`config.mk`:
```
export PLATFORM = sky130hd
export DESIGN_NAME = gba_cell
export DESIGN_NICKNAME = d
export VERILOG_FILES = /design/src/gba_pkg.sv /design/src/gba_cell.sv
export SDC_FILE = /design/constraint.sdc
export NUM_CORES = 2
export LEC_CHECK = 0
export BUFFER_PORTS_ARGS = -buffer_cell sky130_fd_sc_hd__buf_4
export CAP_MARGIN = 10
export CELL_PAD_IN_SITES_DETAIL_PLACEMENT = 1
export CELL_PAD_IN_SITES_GLOBAL_PLACEMENT = 2
export CORE_AREA = 2 2 354 356
export CTS_CLUSTER_DIAMETER = 200
export DETAILED_ROUTE_END_ITERATION = 8
export DIE_AREA = 0 0 356 358
export PLACE_DENSITY_LB_ADDON = 0.05
export SYNTH_ARGS = -nofsm -noshare
export SYNTH_HDL_FRONTEND = slang
export SYNTH_SLANG_ARGS = --single-unit
```
`constraint.sdc`:
```
create_clock -name clk_i -period 17 [get_ports clk_i]
set_input_delay 2.55 -clock clk_i [delete_from_list [all_inputs] [get_ports clk_i]]
set_output_delay 2.55 -clock clk_i [all_outputs]
set_load 0.05 [all_outputs]
```
`src/gba_pkg.sv`:
```
package gba_pkg;

  typedef enum logic [2:0] {
    OP_SUM   = 3'd0,
    OP_AVG   = 3'd1,
    OP_COUNT = 3'd2,
    OP_MIN   = 3'd3,
    OP_MAX   = 3'd4
  } op_e;

  typedef enum logic [2:0] {
    REG_SLOTS = 3'd0,
    REG_OP0   = 3'd1,
    REG_OP1   = 3'd2,
    REG_OP2   = 3'd3,
    REG_OP3   = 3'd4
  } reg_e;

  typedef enum logic [1:0] {
    ST_ROW   = 2'd0,
    ST_DROP  = 2'd1,
    ST_EMPTY = 2'd2
  } status_e;

  typedef enum logic [3:0] {
    S_IDLE,
    S_SEARCH,
    S_UPDATE,
    S_ALIGN,
    S_DROP,
    S_EMPTY,
    S_DRAIN,
    S_DIV,
    S_OUT
  } state_e;

  localparam int unsigned ACC_W = 64;
  localparam int unsigned VAL_W = 32;
  localparam int unsigned CNT_W = 32;
  localparam int unsigned MAX_SLOTS = 4;

  // Per-slot control passed from the controller into each cell.
  typedef struct packed {
    logic shift;   // rotate the chain by one cell
    logic load;    // write a new group into the head
    logic update;  // update the head cell
    logic fresh;   // head cell was just created
    logic clear;   // drop all groups
  } cell_ctl_t;

  function automatic logic [ACC_W-1:0] sat_add(input logic [ACC_W-1:0] a,
                                                input logic [ACC_W-1:0] b);
    logic [ACC_W-1:0] s;
    s = a + b;
    if (!a[ACC_W-1] && !b[ACC_W-1] && s[ACC_W-1]) begin
      s = {1'b0, {(ACC_W-1){1'b1}}};
    end else if (a[ACC_W-1] && b[ACC_W-1] && !s[ACC_W-1]) begin
      s = {1'b1, {(ACC_W-1){1'b0}}};
    end
    return s;
  endfunction

endpackage

```
`src/gba_cell.sv`:
```
// One group entry. The chain rotates: the head cell (index 0) is the one
// compared and updated; a shift moves every cell down by one position and
// the head wraps around to the tail.
module gba_cell #(
  parameter int unsigned KEY_BITS = 64
) (
  input  logic                                         clk_i,
  input  logic                                         rst_ni,
  input  gba_pkg::cell_ctl_t                           ctl_i,
  input  logic                                         nb_valid_i,
  input  logic [KEY_BITS-1:0]                          nb_key_i,
  input  logic [gba_pkg::CNT_W-1:0]                    nb_cnt_i,
  input  logic [gba_pkg::MAX_SLOTS-1:0][gba_pkg::ACC_W-1:0] nb_acc_i,
  input  logic                                         is_head_i,
  input  logic                                         is_load_i,
  input  logic [KEY_BITS-1:0]                          load_key_i,
  input  logic [gba_pkg::MAX_SLOTS-1:0]                act_i,
  input  logic [gba_pkg::MAX_SLOTS-1:0][2:0]           op_i,
  input  logic [gba_pkg::MAX_SLOTS-1:0][gba_pkg::VAL_W-1:0] val_i,
  output logic                                         valid_o,
  output logic [KEY_BITS-1:0]                          key_o,
  output logic [gba_pkg::CNT_W-1:0]                    cnt_o,
  output logic [gba_pkg::MAX_SLOTS-1:0][gba_pkg::ACC_W-1:0] acc_o
);
  import gba_pkg::*;

  logic                                   valid_q, valid_d;
  logic [KEY_BITS-1:0]                    key_q, key_d;
  logic [CNT_W-1:0]                       cnt_q, cnt_d;
  logic [MAX_SLOTS-1:0][ACC_W-1:0]        acc_q, acc_d;
  logic [ACC_W-1:0]                       v;
  logic                                   lt, gt;

  always_comb begin
    valid_d = valid_q;
    key_d   = key_q;
    cnt_d   = cnt_q;
    acc_d   = acc_q;
    v       = '0;
    lt      = 1'b0;
    gt      = 1'b0;
    if (ctl_i.clear) begin
      valid_d = 1'b0;
    end else if (ctl_i.shift) begin
      valid_d = nb_valid_i;
      key_d   = nb_key_i;
      cnt_d   = nb_cnt_i;
      acc_d   = nb_acc_i;
    end else if (ctl_i.load && is_load_i) begin
      valid_d = 1'b1;
      key_d   = load_key_i;
      cnt_d   = '0;
      acc_d   = '0;
    end else if (ctl_i.update && is_head_i) begin
      for (int s = 0; s < MAX_SLOTS; s++) begin
        v  = {{(ACC_W-VAL_W){val_i[s][VAL_W-1]}}, val_i[s]};
        lt = $signed(v) < $signed(acc_q[s]);
        gt = $signed(v) > $signed(acc_q[s]);
        if (act_i[s]) begin
          case (op_i[s])
            OP_COUNT: acc_d[s] = acc_q[s];
            OP_MIN:   acc_d[s] = (ctl_i.fresh || lt) ? v : acc_q[s];
            OP_MAX:   acc_d[s] = (ctl_i.fresh || gt) ? v : acc_q[s];
            default:  acc_d[s] = sat_add(acc_q[s], v);
          endcase
        end
      end
      if (cnt_q != {CNT_W{1'b1}}) begin
        cnt_d = cnt_q + CNT_W'(1);
      end
    end
  end

  always_ff @(posedge clk_i or negedge rst_ni) begin
    if (!rst_ni) begin
      valid_q <= 1'b0;
    end else begin
      valid_q <= valid_d;
    end
  end

  always_ff @(posedge clk_i) begin
    key_q <= key_d;
    cnt_q <= cnt_d;
    acc_q <= acc_d;
  end

  assign valid_o = valid_q;
  assign key_o   = key_q;
  assign cnt_o   = cnt_q;
  assign acc_o   = acc_q;

  property p_clear;
    @(posedge clk_i) disable iff (!rst_ni) ctl_i.clear |=> !valid_q;
  endproperty
  a_clear: assert property (p_clear) else $error("cell not cleared");

  property p_load;
    @(posedge clk_i) disable iff (!rst_ni)
      (ctl_i.load && is_load_i && !ctl_i.clear && !ctl_i.shift) |=> valid_q;
  endproperty
  a_load: assert property (p_load) else $error("cell load lost");

  property p_hold;
    @(posedge clk_i) disable iff (!rst_ni)
      (!ctl_i.clear && !ctl_i.shift && !ctl_i.load && !ctl_i.update) |=> $stable(valid_q);
  endproperty
  a_hold: assert property (p_hold) else $error("cell changed while idle");

endmodule

```
==> out/results.txt <==
The tools report the total vias in the final route as 38707. Data on the critical path is required at its endpoint by 17.33 ns. At the pin with the least slew margin, the transition time is 1.097 ns. Sequential-to-total area share from yosys stat: 27.70%. The cell count after placement is 6954, and the share of the synthesized area in the top cell type is 27.64%.

In this run the critical register-to-register path is captured at acc_o[128]. The mapped cell area is 0.03824 mm². The number of nets in the final layout is 6461, and the initial DRC count is 2690.

The flow ran to the end, and the final reports show no timing, DRC or antenna violations. The critical-path maximum fanout came out at 49. Synthesis instantiated 88 different standard cells from the library. In the synthesized netlist, the number of instances is 4575. The tools report the sort of element at the end of the critical path as a register. The number of clock sinks came out at 353. For the number of setup buffers added after CTS, the log shows 0.

The run gives 0 as the Yosys warning count. The most critical setup path has its startpoint at val_i[63]. After synthesis, the mean cell area works out to 8.359 µm².

The largest individual stage delay along the critical path comes from the cell sky130_fd_sc_hd__a2111oi_0. For the number of buffers between clock root and the deepest sink, the log shows 3. The initialized floorplan defines 129 standard-cell rows. Grouping stages by cell kind, the critical path spends the most delay in simple AND/OR/NAND/NOR gates. The peak supply drop was 0.00007718 V; the total length of routed wires was 186500 µm.

The clock insertion delay at the later pin of the skew report is 0.67 ns. Subtracting the final worst setup slack from the clock period gives 7.812 ns. The total power after layout is 4839 µW.

The setup path with the least slack is of type input pin to register. After layout, the worst path uses 45.95% of the clock period. Initial antenna violation count: 45. The final antenna-violating net count was 0.

Ranked by instance count, the synthesized netlist is headed by sky130_fd_sc_hd__ha_1 (517), sky130_fd_sc_hd__inv_1 (503), sky130_fd_sc_hd__a21oi_1 (475). Maximum single-stage delay on the critical path: 0.80 ns. The first detailed-routing pass took 5 iterations.

The number of gates given a new drive strength after cts was 0; the final-report max-slew violation count was 0. The filler cells instantiated in the layout total 14780. For this design, the CTS-stage hold fixing added 0 buffers. For the clock buffer count from CTS, the log shows 51.

The first global-routing pass estimated 268300 µm of wire. For this run, asynchronously set or reset flops after synthesis account for 0.2833%. The setup total negative slack is 0 ns. The global-route total usage across every layer came out at 28.10%.

The tools report the number of max-capacitance violations reported as 0. The most common cell in the synthesized netlist is sky130_fd_sc_hd__ha_1. The congestion estimate from routability-driven global placement came to 0.9212. The detailed placement HPWL was 151100 µm; the setup clock skew after layout was 0.02045 ns. Highest clock rate: 128.0 MHz.

In the final layout, the share of cells above drive strength 1 is 21.49%. The critical path contains buffers and inverters numbering 4 combined. The flop and latch count out of synthesis is 353, and the number of buffer cells added on primary ports is 922.

Setup repair after global routing left no endpoint under its margin. The die is 358 µm tall. The worst slew slack as a fraction of its limit is 26.85%, and the depth of the worst register-to-register path is 14. Residual DRC count: 0. The path class of the tightest hold or removal check is register to register.

The areal power density over the cells was 99.68 mW/mm²; the critical path data arrival time was 8.15 ns. The run gives 9.188 ns as the setup slack of the critical path after layout. The maximum number of pins on one net before global-route repair was 151; the register cell area after layout was 0.01060 mm². For this design the static power due to leakage is 0.02110 µW.

Final hold violation count: 0. Yosys mapped a number of flops with a built-in enable equal to 352. Most area-hungry cell type in the Yosys netlist: sky130_fd_sc_hd__edfxtp_1. Number of global-route vias before repair: 39638. The run gives 0.1233 mm² as the core area.

The cell sitting at the root of the clock tree is a sky130_fd_sc_hd__clkbuf_16. The total overflow left after global routing is 0. The chip width came out at 356 µm. Predominant post-synthesis flop cell: sky130_fd_sc_hd__edfxtp_1.

Ranked by total cell area, the synthesized netlist is headed by sky130_fd_sc_hd__edfxtp_1 (28%), sky130_fd_sc_hd__ha_1 (17%), sky130_fd_sc_hd__a21oi_1 (6.2%). Timing analysis after detailed placement gives a worst setup slack of 8.626 ns. The worst setup path endpoint is acc_o[105]. The launching element type of the critical path was an input pin. In this run the critical register-to-register path is launched from acc_o[145]. After detailed routing, the number of vias per cell comes to 5.471. Top-level I/O count: 923.

The path length in cells of the critical path was 16; the total area of multi-input combinational cells was 0.02504 mm². In this run the register-to-register setup slack is 11.27 ns. The floorplan step defined a die boundary enclosing 0.1274 mm².

The initial utilization of the core area, before any placement, comes to 31.01%. After clock tree synthesis, the clock-pin slew on the worst setup and hold paths is 0.06 ns. For this run, the number of standard cells in the final layout without fillers is 7075.

TritonCTS built the clock tree. Setup violations remaining at the end of the flow were counted as 0. In the final routed layout, each cell accounts on average for 26.36 µm. The run gives 2 as the depth of the CTS H-tree. For the synthesized netlist net count, the log shows 5666. The critical path goes through buf_4 > buf_4 > inv_1 > ha_1 > nand2b_1 > nor4_1 > nand2_1 > nor4_1 > nand3_1 > a21oi_1 > nor4_1 > o21ai_0 > mux2i_1 > a2111oi_0 > o32ai_4 > buf_4.

Measured on the finished design, the core utilization comes to 39.37%. The area growth from synthesis to layout is 26.95%.
stage by stage:
step / hold slack (ns) / cell area, µm²
after floorplan: 0.7935 / 38240
after global placement: 0.5792 / 46830
after detailed placement: 0.5848 / 46830
after CTS: 0.5932 / 48470
after global routing: 0.6260 / 48540
final: 0.5886 / 48550
how the worst min path moves through the flow:
stage | cells after the start | startpoint | slack [ns] | end
after global placement | 2 | valid_o | 0.58 | valid_o
after CTS | 2 | valid_o | 0.59 | valid_o
final | 2 | valid_o | 0.59 | valid_o
after floorplan | 2 | valid_o | 0.79 | valid_o
after global routing | 2 | valid_o | 0.63 | valid_o
after detailed placement | 2 | valid_o | 0.58 | valid_o
registers in the layout, summed over array words and instances, names as in the netlist:
signal / flops
acc_o: 256
valid_o: 1
key_o: 64
cnt_o: 32
cell type report:
class	instances	area share, %
well taps	1637	4.219
inverters	504	3.897
diodes	30	0.1546
clock buffers	58	2.683
clock inverters	33	0.7087
flip-flops and latches	353	21.82
multi-input cells	3496	51.57
repair buffers	964	14.95
where the power goes:
part	switching, µW	internal [µW]	total [µW]	leakage [µW]
clock network	476	651	1130	0.000802
registers	128	1120	1240	0.00343
logic	1600	864	2470	0.0169
per-layer routing:
| layer | vias up | part of all wire, % | track usage, % |
|---|---|---|---|
| li1 | 18231 | - | - |
| met1 | 19104 | 42 | 35.44 |
| met2 | 1126 | 48 | 47.14 |
| met3 | 238 | 6.2 | 4.947 |
| met4 | 8 | 3.8 | 11.89 |
| met5 | - | 0.024 | 0 |
kinds of logic after synthesis:
group | after synthesis | synth area share [%]
compound gates | 1510 | 25.65
xor+xnor | 278 | 6.367
fa+ha+maj | 521 | 17.12
buf+inv | 726 | 7.208
flops | 353 | 27.70
mux | 66 | 1.937
simple gates | 1121 | 14.01
layout by cell type (no fill, tap or decap), drive strengths merged, types with 56 or more instances in the layout:
| master | count |
|---|---|
| buf | 964 |
| ha | 517 |
| inv | 506 |
| a21oi | 476 |
| o21ai | 375 |
| nor2 | 374 |
| edfxtp | 352 |
| nand2 | 253 |
| xnor2 | 230 |
| a221o | 136 |
| o21bai | 92 |
| nor4 | 76 |
| nand4 | 76 |
| nor3 | 71 |
| nand3 | 65 |
| mux2 | 64 |
| clkbuf | 58 |
| o31ai | 56 |
worst min-delay path, stage by stage, from the launching register on:
cell	delay (ns)
sky130_fd_sc_hd__dfrtp_1	0.39
sky130_fd_sc_hd__nor2_1	0.11
sky130_fd_sc_hd__nor3_1	0.05
(Power assumes the default switching activity.)
