File: src/gba_pkg.sv
package gba_pkg;

  typedef enum logic [2:0] {
    OP_SUM   = 3'd0,
    OP_AVG   = 3'd1,
    OP_COUNT = 3'd2,
    OP_MIN   = 3'd3,
    OP_MAX   = 3'd4
  } op_e;

  typedef enum logic [2:0] {
    REG_SLOTS = 3'd0,
    REG_OP0   = 3'd1,
    REG_OP1   = 3'd2,
    REG_OP2   = 3'd3,
    REG_OP3   = 3'd4
  } reg_e;

  typedef enum logic [1:0] {
    ST_ROW   = 2'd0,
    ST_DROP  = 2'd1,
    ST_EMPTY = 2'd2
  } status_e;

  typedef enum logic [3:0] {
    S_IDLE,
    S_SEARCH,
    S_UPDATE,
    S_ALIGN,
    S_DROP,
    S_EMPTY,
    S_DRAIN,
    S_DIV,
    S_OUT
  } state_e;

  localparam int unsigned ACC_W = 64;
  localparam int unsigned VAL_W = 32;
  localparam int unsigned CNT_W = 32;
  localparam int unsigned MAX_SLOTS = 4;

  // Per-slot control passed from the controller into each cell.
  typedef struct packed {
    logic shift;   // rotate the chain by one cell
    logic load;    // write a new group into the head
    logic update;  // update the head cell
    logic fresh;   // head cell was just created
    logic clear;   // drop all groups
  } cell_ctl_t;

  function automatic logic [ACC_W-1:0] sat_add(input logic [ACC_W-1:0] a,
                                                input logic [ACC_W-1:0] b);
    logic [ACC_W-1:0] s;
    s = a + b;
    if (!a[ACC_W-1] && !b[ACC_W-1] && s[ACC_W-1]) begin
      s = {1'b0, {(ACC_W-1){1'b1}}};
    end else if (a[ACC_W-1] && b[ACC_W-1] && !s[ACC_W-1]) begin
      s = {1'b1, {(ACC_W-1){1'b0}}};
    end
    return s;
  endfunction

endpackage

File: src/gba_div.sv
// Signed 64-bit by unsigned 32-bit restoring divider, one quotient bit per cycle, truncating.
module gba_div (
  input  logic                           clk_i,
  input  logic                           rst_ni,
  input  logic                           start_i,
  input  logic [gba_pkg::ACC_W-1:0]      num_i,
  input  logic [gba_pkg::CNT_W-1:0]      den_i,
  output logic                           done_o,
  output logic [gba_pkg::ACC_W-1:0]      quo_o
);
  import gba_pkg::*;

  logic                  busy_q, busy_d;
  logic [6:0]            cnt_q, cnt_d;
  logic [ACC_W-1:0]      n_q, n_d;
  logic [CNT_W:0]        r_q, r_d;
  logic [CNT_W-1:0]      den_q, den_d;
  logic                  neg_q, neg_d;
  logic                  done_q, done_d;
  logic [CNT_W:0]        trial;

  always_comb begin
    busy_d = busy_q;
    cnt_d  = cnt_q;
    n_d    = n_q;
    r_d    = r_q;
    den_d  = den_q;
    neg_d  = neg_q;
    done_d = 1'b0;
    trial  = {r_q[CNT_W-1:0], n_q[ACC_W-1]};
    if (start_i) begin
      busy_d = 1'b1;
      cnt_d  = 7'(ACC_W);
      n_d    = num_i[ACC_W-1] ? (~num_i + ACC_W'(1)) : num_i;
      neg_d  = num_i[ACC_W-1];
      r_d    = '0;
      den_d  = den_i;
    end else if (busy_q) begin
      n_d = {n_q[ACC_W-2:0], 1'b0};
      if (trial >= {1'b0, den_q}) begin
        r_d    = trial - {1'b0, den_q};
        n_d[0] = 1'b1;
      end else begin
        r_d = trial;
      end
      cnt_d = cnt_q - 7'd1;
      if (cnt_q == 7'd1) begin
        busy_d = 1'b0;
        done_d = 1'b1;
      end
    end
  end

  always_ff @(posedge clk_i or negedge rst_ni) begin
    if (!rst_ni) begin
      busy_q <= 1'b0;
      done_q <= 1'b0;
      cnt_q  <= '0;
    end else begin
      busy_q <= busy_d;
      done_q <= done_d;
      cnt_q  <= cnt_d;
    end
  end

  always_ff @(posedge clk_i) begin
    n_q   <= n_d;
    r_q   <= r_d;
    den_q <= den_d;
    neg_q <= neg_d;
  end

  assign done_o = done_q;
  assign quo_o  = neg_q ? (~n_q + ACC_W'(1)) : n_q;

  property p_done;
    @(posedge clk_i) disable iff (!rst_ni) done_q |-> !busy_q;
  endproperty
  a_done: assert property (p_done) else $error("divider done while busy");

  property p_cnt;
    @(posedge clk_i) disable iff (!rst_ni) busy_q |-> cnt_q != 7'd0;
  endproperty
  a_cnt: assert property (p_cnt) else $error("divider count underflow");

  property p_fin;
    @(posedge clk_i) disable iff (!rst_ni) (busy_q && cnt_q == 7'd1 && !start_i) |=> done_q;
  endproperty
  a_fin: assert property (p_fin) else $error("divider missed done");

endmodule

File: config.mk
export PLATFORM = sky130hd
export DESIGN_NAME = gba_div
export DESIGN_NICKNAME = d
export VERILOG_FILES = /design/src/gba_pkg.sv /design/src/gba_div.sv
export SDC_FILE = /design/constraint.sdc
export NUM_CORES = 1
export LEC_CHECK = 0
export BUFFER_PORTS_ARGS = -buffer_cell sky130_fd_sc_hd__buf_4
export CAP_MARGIN = 20
export CORE_UTILIZATION = 40
export CTS_CLUSTER_DIAMETER = 60
export DETAILED_ROUTE_END_ITERATION = 7
export PLACE_DENSITY_LB_ADDON = 0.3
export RECOVER_POWER = 25
export SLEW_MARGIN = 0
export SYNTH_ARGS = -nofsm -noshare
export SYNTH_HDL_FRONTEND = slang
export SYNTH_SLANG_ARGS = --single-unit
File: constraint.sdc
create_clock -name clk_i -period 10.1 [get_ports clk_i]
set_input_delay 2.02 -clock clk_i [delete_from_list [all_inputs] [get_ports clk_i]]
set_output_delay 2.02 -clock clk_i [all_outputs]
set_load 0.05 [all_outputs]
==> run summary, run 1 <==
Top cell by count, worst path - clkbuf_1
Count of hold buffers inserted by post-cts repair - 0
Worst R2R Path Depth - 11
Fin. Hold Viols - 0
CP startpoint kind - input pin
Critical path arrival - 7.46 ns
Clk root buf - clkbuf_16
Area contributors post-synth - edfxtp_1 (30%), xnor2_1 (7.7%), dfxtp_1 (6.6%)
Worst setup path class - in -> reg
RSZ-0062 raised after global routing - no
Delay-heaviest family, CP - buffers and inverters
Power Dens Cells - 200 mW/mm2
Avg Cell Area, Syn - 8.82 um2
Via density - 5.43
Ratio of cells with drive above 1 in the final layout - 16.6%
Remaining routing DRC violations - 0
Clk slew on worst S/H paths - 0.06 ns
Max-cap viol count - 3
Post-DP HPWL - 17900 um
Critical Path End Type - register
CP Cell Sequence - clkbuf_1 > clkbuf_1 > buf_4 > o21ai_0
Post-synth top flop - edfxtp_1
H-tree depth reported by CTS - 4
Largest stage delay on the critical path - 2.72 ns
R2R setup slack - 6.44 ns
Starting DRC count in detailed routing - 492
Worst r2r dst - r_q[11]
Setup-failing EPs final - 0
Final Worst Setup Slack - 2.78 ns
WP buf/inv - 3
Clk Latency, worst-skew pair - 0.42 ns
Place WS - 4.17 ns
Post-layout total power - 2.37 mW
Initial antenna violation count - 0
Worst clock skew - 0.00787 ns
EDFF count, synth - 97
Fin crit share - 72.5%
Synth async-reset ratio - 6.52%
# port buffers - 163
Synthesized area - 0.00970 mm2
Height of the chip - 158 um
CP Max Fanout - 75
Slew HR - -146%
Largest net degree at the start of global routing - 76
Post-synth net total - 1235
Status - finished, violations left
Post-cts resize count - 0
CTS tree - built
Vias - 8493
CP Depth - 4
GRT Total Usage - 20.1%
Inserted Clock Buffers - 17
Fin crit period - 7.32 ns
Slew @ Worst Pin - 3.69 ns
N_diodes - 0
Sequential fraction of the synthesis area - 39.0%
Drt first pass iters - 5
FP Rows - 56
Synth cell types - 58
Die area - 0.0249 mm2
# clock sinks - 138
Hold Crit Class - reg -> reg
Worst EP required - 10.24 ns
LEAKAGE - 4.69 nW
Number of global-route vias before repair - 8027
Final hold slack - 0.482 ns
Post-synth top area cell - edfxtp_1
Critical Path End - n_q[0]
Final Util - 50.1%
Critical R2R Launch - den_q[1]
Synth cell count leaders - nor2_1 (125), nand2_1 (107), edfxtp_1 (97)
RePlAce Congestion - 0.879
Die width - 158 um
Fmax - 0.137 GHz
Failing checks - max-capacitance violations, max-slew violations
Setup tns final - 0 ns
Max-slew violations - 196
Core Area - 0.0236 mm2
Count leader, synth - nor2_1
Number of placed I/O pins - 164
Final #Nets - 1369
Number of synthesized register bits - 138
CP startpoint - start_i
Detailed Route WL - 24400 um
Global route overflow - 0
Initial core utilization - 41.1%
Synthesized instance count - 1099
Longest Clk Path Bufs - 2
Global-route wire length before repair - 39300 um
VDD IR max - 0.112 mV
Avg WL per Cell - 15.6 um
Post-route ant nets - 0
Post-CTS setup buffers - 0
Yosys Warn Count - 0
Synth top area share - 30.0%
Synth-to-layout area growth - 22.1%
Worst path slowest cell - clkbuf_1
## worst min path at each step
stage | start | endpoint | cells past startpoint
after floorplan | r_q[26] | r_q[26] | 2
after global placement | r_q[26] | r_q[26] | 2
after detailed placement | r_q[26] | r_q[26] | 2
after CTS | r_q[26] | r_q[26] | 2
after global routing | r_q[12] | r_q[12] | 2
final | r_q[26] | r_q[26] | 2
## cell usage in the layout (no fill, tap or decap), types with 9 or more instances in the layout
cell	Yosys	layout
inv_1	49	48
o31ai_1	40	40
xnor2_1	85	85
dfrtp_1	9	9
or3_1	34	34
a311oi_1	25	25
nand2b_1	10	10
a21oi_1	91	91
nand2_1	107	107
clkbuf_4	0	32
or4_1	20	20
o21ai_0	67	67
dfxtp_1	32	32
ha_1	36	36
buf_4	1	131
edfxtp_1	97	97
clkbuf_16	0	17
a21o_1	13	13
nor3_1	16	16
xor2_1	70	70
o41ai_1	16	16
nor2_1	125	124
## area by class of cell
type	count	area (um2)
clock buffers	19	433
clock inverters	12	270
fillers	2214	11800
inverters	49	184
multi-input cells	858	5530
flip-flops and latches	138	3780
well taps	319	399
repair buffers	169	1250
## routing by layer
layer	up-vias	wire length [um]	GRT usage, %
met5	-	0	0
met4	0	442	6.29
met3	32	1340	3.97
met2	213	11500	33.7
met1	3975	11100	26.0
li1	4273	-	-
## state kept, by name (all words and copies together) (netlist names)
| name | count |
|---|---|
| busy_q | 1 |
| cnt_q | 7 |
| den_q | 32 |
| done_o | 1 |
| n_q | 64 |
| neg_q | 1 |
| r_q | 32 |
## cells by family (layout without fill, tap and decap cells)
kind of cell	count (synthesis)	count (layout)	share of synthesized area [%]
and+or+nand+nor	361	361	17.5
AOI/OAI and AO/OA	300	300	20.1
xor gates and xnor gates	155	155	14.0
DFF	138	138	39.0
buffers and inverters	103	249	4.04
adders and majority gates	37	37	4.85
muxes	5	5	0.529
## stage by stage
| step | instance area (um2) | std cells |
|---|---|---|
| 2_1_floorplan | 9700 | 1099 |
| 3_3_place_gp | 11200 | 1533 |
| 3_5_place_dp | 11200 | 1533 |
| 4_1_cts | 11900 | 1564 |
| 5_1_grt | 11800 | 1564 |
| 6_report | 11800 | 1564 |
## report_power, final
group / switching [mW] / leakage [nW] / internal [mW]
combinational: 0.531 / 3.01 / 0.310
clock: 0.235 / 0.339 / 0.512
sequential: 0.0824 / 1.34 / 0.704
total: 0.849 / 4.69 / 1.53
## worst reg2reg max path, delay by kind of cell (launching register included)
family / cells / cell delay, ns
and+or+nand+nor: 3 / 1.02
AOI/OAI and AO/OA: 6 / 1.58
DFF: 1 / 0.44
buffers and inverters: 1 / 0.09
adders and majority gates: 1 / 0.24
(Power assumes the default switching activity.)
==> run 2, diff against run 1 <==
clock period = 6.92 ns   (was 10.1 ns; I/O delays follow)
==> run 2 against run 1 <==
  * Highest routed layer unchanged
  * Die area stayed put
  * Sequential power is 46% higher
  * Clock skew is 0.0032 ns higher
  * Critical endpoint is now quo_o[63]
  * The run still ends with max-capacitance violations, max-slew violations left
  * Design area is 1.2% lower
  * Total power is 36% higher
  * Critical path depth is 6 higher
  * Core utilization is 0.61 points lower
  * Worst setup slack worse by 1.6 ns
==> run summary, run 2 (same netlist as run 1, synthesis figures left out) <==
Max FFs per register - 64 (unchanged)
Fmax - 0.174 GHz
Worst EP required - 5.54 ns (was 10.24 ns)
CP Cell Sequence - or4_4 > or4_1 > or3_1 > or4_1 > or2_1 > or3_4 > or3_4 > o41ai_4 > xnor2_1 > buf_4 (was clkbuf_1 > clkbuf_1 > buf_4 > o21ai_0)
Area after DPL - 0.0112 mm2 (unchanged)
Setup tns final - 0 ns (unchanged)
Clk slew on worst S/H paths - 0.06 ns (about the same)
Global-route wire length before repair - 39300 um (about the same)
Post-route cell area - 0.0117 mm2 (was 0.0118 mm2)
Worst R2R Path Depth - 11 (unchanged)
Clk Latency, worst-skew pair - 0.42 ns (about the same)
VDD IR max - 0.179 mV (was 0.112 mV)
Post-DP HPWL - 17900 um (about the same)
Fin. Hold Viols - 0 (unchanged)
Synth-to-layout area growth - 20.6% (was 22.1%)
Longest Clk Path Bufs - 2 (unchanged)
Worst path slowest cell - or4_4 (was clkbuf_1)
LEAKAGE - 4.61 nW (was 4.69 nW)
Layout Cells excl Fill - 1564 (unchanged)
Number of global-route vias before repair - 8053 (was 8027)
Worst clock skew - 0.0110 ns (was 0.00787 ns)
# port buffers - 163 (unchanged)
RePlAce Congestion - 0.878 (was 0.879)
Post-CTS setup buffers - 0 (unchanged)
Ratio of cells with drive above 1 in the final layout - 16.9% (was 16.6%)
RSZ-0062 raised after global routing - no (unchanged)
Most frequent cells in the layout - buf_4 (133), nor2_1 (124), nand2_1 (107) (was buf_4 (131), nor2_1 (124), nand2_1 (107))
Critical R2R Launch - den_q[1] (unchanged)
Post-cts resize count - 0 (unchanged)
Critical path arrival - 4.36 ns (was 7.46 ns)
Failing checks - max-capacitance violations, max-slew violations (unchanged)
Core Area - 0.0236 mm2 (unchanged)
Starting DRC count in detailed routing - 517 (was 492)
GRT Total Usage - 20.0% (was 20.1%)
CTS tree - built (unchanged)
Max-slew violations - 148 (was 196)
Count of hold buffers inserted by post-cts repair - 0 (unchanged)
Number of placed I/O pins - 164 (unchanged)
Delay-heaviest family, CP - simple AND/OR/NAND/NOR gates (was buffers and inverters)
Height of the chip - 158 um (unchanged)
Critical Path End Type - output port (was register)
CP Max Fanout - 6 (was 75)
Power Dens Cells - 276 mW/mm2 (was 200 mW/mm2)
Fin crit share - 83.0%
WP buf/inv - 1 (was 3)
CP startpoint kind - register (was input pin)
Global route overflow - 0 (unchanged)
Post-route ant nets - 0 (unchanged)
Clk root buf - clkbuf_16 (unchanged)
Initial core utilization - 41.1% (unchanged)
Largest net degree at the start of global routing - 83 (was 76)
Die width - 158 um (unchanged)
Status - finished, violations left (unchanged)
Largest registers - n_q x64, den_q x32, r_q x32 (unchanged)
Hold_sp - r_q[26] (unchanged)
Avg WL per Cell - 15.6 um (about the same)
R2R setup slack - 3.18 ns (was 6.44 ns)
Worst setup path class - reg -> out (was in -> reg)
Detailed Route WL - 24400 um (about the same)
Final #Nets - 1369 (unchanged)
Setup-failing EPs final - 0 (unchanged)
Slew HR - -147% (was -146%)
Post-layout total power - 3.23 mW (was 2.37 mW)
N_diodes - 0 (unchanged)
Inserted Clock Buffers - 17 (unchanged)
Largest stage delay on the critical path - 0.56 ns (was 2.72 ns)
Dpl cells - 1533 (unchanged)
Fin crit period - 5.75 ns
Initial antenna violation count - 0 (unchanged)
Slew @ Worst Pin - 3.71 ns (was 3.69 ns)
Worst Hold Path EP - r_q[26] (unchanged)
Hold Crit Class - reg -> reg (unchanged)
FP Rows - 56 (unchanged)
Drt first pass iters - 5 (unchanged)
Vias - 8492 (was 8493)
Remaining routing DRC violations - 0 (unchanged)
Via density - 5.43 (about the same)
# clock sinks - 138 (unchanged)
Worst r2r dst - r_q[11] (unchanged)
Commonest non-fill, non-tap cell in the layout - buf_4 (unchanged)
Hold Path Cell Cnt - 2 (unchanged)
Largest reg by FF count - n_q (unchanged)
Die area - 0.0249 mm2 (unchanged)
H-tree depth reported by CTS - 4 (unchanged)
Max-cap viol count - 2 (was 3)
==> run 2: cell count changes in the layout (fill, tap and decap cells not counted), sizes merged <==
cell      delta
bufinv       -7
buf          +2
inv          +2
clkbuf       -4
clkinvlp     +7
==> run 2: tightest hold or removal path, delay by kind of cell, from the launching register on <==
family	cells	cell delay (ns)
flip-flops	1	0.32
AO/OA/AOI/OAI	1	0.06
AND/OR/NAND/NOR	1	0.05
==> run 2: how the worst max path moves through the flow <==
stage | startpoint | cells after the start | endpoint
after global routing | start_i | 5 | n_q[26]
after CTS | n_q[31] | 10 | quo_o[63]
final | n_q[31] | 10 | quo_o[63]
after floorplan | n_q[31] | 10 | quo_o[63]
after detailed placement | n_q[31] | 10 | quo_o[63]
after global placement | n_q[31] | 10 | quo_o[63]
==> run 2: metrics by stage <==
stage,hold WS (ns),setup WS (ns),util (%)
finish,0.484,1.17,49.5
global route,0.515,0.754,49.5
CTS,0.488,1.15,49.6
detailed placement,0.480,1.62,47.3
global placement,0.474,1.67,47.3
floorplan,0.454,1.62,-
==> run 2: final cells by class <==
type	instances	area (um2)
tap	319	399
clock buffer	17	425
inverter	49	184
fill	2266	11900
timing repair buffer	169	1250
sequential	138	3780
multi-input combinational	858	5530
clock inverter	14	126
==> run 2: where the power goes <==
part | internal [mW] | switching [mW] | leakage (nW)
logic | 0.453 | 0.776 | 3.02
clock network | 0.492 | 0.362 | 0.247
registers | 1.03 | 0.120 | 1.34
==> run 2: per-layer routing <==
layer	share of wire (%)	track usage, %	up-vias
li1	-	-	4258
met1	45	25.7	4002
met2	48	34.1	210
met3	5.3	3.91	22
met4	1.1	5.64	0
met5	0	0	-
==> run 3, diff against run 2 <==
clock period = 5.49 ns   (was 6.92 ns; I/O delays follow)
==> run 3 against run 2 <==
  * The run still ends with max-capacitance violations, max-slew violations left
  * Sequential power up 26%
  * Clock skew up 0.0058 ns
  * Total power grew 32%
  * Critical path depth is the same
  * Combinational power grew 27%
  * Non-clock buffer count rose by 7
==> run summary, run 3 (same netlist as run 1, synthesis figures left out) <==
Status - finished, violations left (unchanged)
Failing checks - max-capacitance violations, max-slew violations (unchanged)
Post-route ant nets - 0 (unchanged)
CTS tree - built (unchanged)
Worst R2R Path Depth - 12 (was 11)
Remaining routing DRC violations - 0 (unchanged)
Fmax - 0.185 GHz
Net load switching power - 1.58 mW (was 1.26 mW)
H-tree depth reported by CTS - 4 (unchanged)
Detailed Route WL - 24700 um (was 24400 um)
Largest reg by FF count - n_q (unchanged)
Number of placed I/O pins - 164 (unchanged)
Drt first pass iters - 5 (unchanged)
Area after DPL - 0.0112 mm2 (about the same)
CP Max Fanout - 5 (was 6)
Core Area - 0.0236 mm2 (unchanged)
Largest net degree at the start of global routing - 102 (was 83)
Fin crit share - 98.2%
Final hold slack - 0.488 ns (was 0.484 ns)
LEAKAGE - 4.70 nW (was 4.61 nW)
Clk Latency, worst-skew pair - 0.43 ns (was 0.42 ns)
Max-slew violations - 102 (was 148)
Critical path arrival - 4.29 ns (was 4.36 ns)
GR Util met3 - 3.70% (was 3.91%)
Global-route wire length before repair - 39600 um (was 39300 um)
Die area - 0.0249 mm2 (unchanged)
Number of global-route vias before repair - 7939 (was 8053)
Final Worst Setup Slack - 0.0991 ns (was 1.17 ns)
Max FFs per register - 64 (unchanged)
N_diodes - 0 (unchanged)
Design internal power - 2.67 mW (was 1.97 mW)
Hold Crit Class - reg -> reg (unchanged)
Via density - 5.43 (about the same)
Worst EP required - 4.39 ns (was 5.54 ns)
Initial core utilization - 41.1% (unchanged)
Max-cap viol count - 2 (unchanged)
Synth-to-layout area growth - 22.3% (was 20.6%)
Post-route cell area - 0.0119 mm2 (was 0.0117 mm2)
Hold Path Cell Cnt - 2 (unchanged)
Place WS - 0.467 ns (was 1.62 ns)
Inserted Clock Buffers - 17 (unchanged)
Clk slew on worst S/H paths - 0.06 ns (about the same)
Largest registers - n_q x64, den_q x32, r_q x32 (unchanged)
Reg power frac - 34.1% (was 35.5%)
Initial antenna violation count - 0 (unchanged)
FP Rows - 56 (unchanged)
Slew @ Worst Pin - 2.69 ns (was 3.71 ns)
Slew HR - -79.0% (was -147%)
Clk root buf - clkbuf_16 (unchanged)
Switching share of power - 37.2% (was 38.9%)
Fin crit period - 5.39 ns
Met2 GRT Util - 34.6% (was 34.1%)
# clock sinks - 138 (unchanged)
Layout Cells excl Fill - 1572 (was 1564)
Clock Power Share - 29.3% (was 26.4%)
Post-layout total power - 4.25 mW (was 3.23 mW)
Comb power frac - 36.6% (was 38.0%)
Global route overflow - 0 (unchanged)
Worst clock skew - 0.0168 ns (was 0.0110 ns)
Die width - 158 um (unchanged)
Avg WL per Cell - 15.7 um (was 15.6 um)
Post-DP HPWL - 17900 um (about the same)
Vias - 8531 (was 8492)
Most frequent cells in the layout - buf_4 (140), nor2_1 (124), nand2_1 (107) (was buf_4 (133), nor2_1 (124), nand2_1 (107))
Commonest non-fill, non-tap cell in the layout - buf_4 (unchanged)
Worst setup path class - reg -> out (unchanged)
Ratio of cells with drive above 1 in the final layout - 17.8% (was 16.9%)
RSZ-0062 raised after global routing - yes (was no)
Busiest layer in global routing - met2 (unchanged)
RePlAce Congestion - 0.862 (was 0.878)
# port buffers - 163 (unchanged)
Dpl cells - 1535 (was 1533)
Longest Clk Path Bufs - 2 (unchanged)
VDD IR max - 0.208 mV (was 0.179 mV)
Power Dens Cells - 358 mW/mm2 (was 276 mW/mm2)
Met1 Usage GRT - 26.0% (was 25.7%)
Height of the chip - 158 um (unchanged)
Fin. Hold Viols - 0 (unchanged)
Critical Path End Type - output port (unchanged)
CP startpoint kind - register (unchanged)
GRT Total Usage - 20.2% (was 20.0%)
Final #Nets - 1376 (was 1369)
Setup-failing EPs final - 0 (unchanged)
Starting DRC count in detailed routing - 502 (was 517)
## run 3: cell count changes in the layout (fill, tap and decap cells not counted), moves of 2 or more
cell / change
buf_4: +7
bufinv_16: +4
clkinvlp_4: -3
or4_1: -3
or4_4: +3
inv_6: -2
## run 3: final timing paths
path                           from         to  slack, ns
max                         n_q[30]  quo_o[63]        0.1
min                         r_q[26]    r_q[26]       0.49
max reg2reg                den_q[1]     r_q[7]       1.57
min reg2reg                 r_q[26]    r_q[26]       0.49
max in group asynchronous    rst_ni   cnt_q[3]       4.56
min in group asynchronous    rst_ni   cnt_q[4]       0.60
## run 3: critical path: stages, from the launching register on
cell and delay [ns]:
edfxtp_1 0.43, or4_4 0.54, or4_4 0.43, or3_4 0.39
or4_4 0.42, or2_4 0.27, or3_4 0.35, or3_4 0.44
o41ai_4 0.23, xnor2_1 0.15, buf_4 0.22
## run 3: power by group through the flow
stage / logic (mW) / clock network, mW / registers, mW
detailed placement: 1.54 / 0 / 1.46
CTS: 1.55 / 1.27 / 1.44
global placement: 1.53 / 0 / 1.46
global route: 1.69 / 1.32 / 1.47
finish: 1.56 / 1.25 / 1.45
floorplan: 1.14 / 0 / 1.42
## run 3: repair_timing
action                                  CTS  global route
endpoints found under the setup margin    0             5
resized for setup                         0             6
hold buffers                              0             0
buffers inserted                          0             5
## run 3: per-layer routing
metal / part of all wire (%) / up-vias
met1: 45 / 4001
met2: 48 / 235
met3: 5.4 / 27
met5: 0 / -
met4: 1.2 / 0
li1: - / 4268
## run 3: area by class of cell
cell class / instances / area (um2)
well taps: 319 / 399
multi-input cells: 858 / 5550
clock buffers: 19 / 433
repair buffers: 176 / 1310
clock inverters: 13 / 201
inverters: 49 / 184
fillers: 2232 / 11800
flip-flops and latches: 138 / 3780
## run 3: per-stage QoR
stage                     TNS [ns]  utilization (%)
final                            0             50.2
after global routing       -0.0424             50.2
after CTS                        0             50.0
after detailed placement         0             47.3
after global placement           0             47.3
after floorplan                  0                -
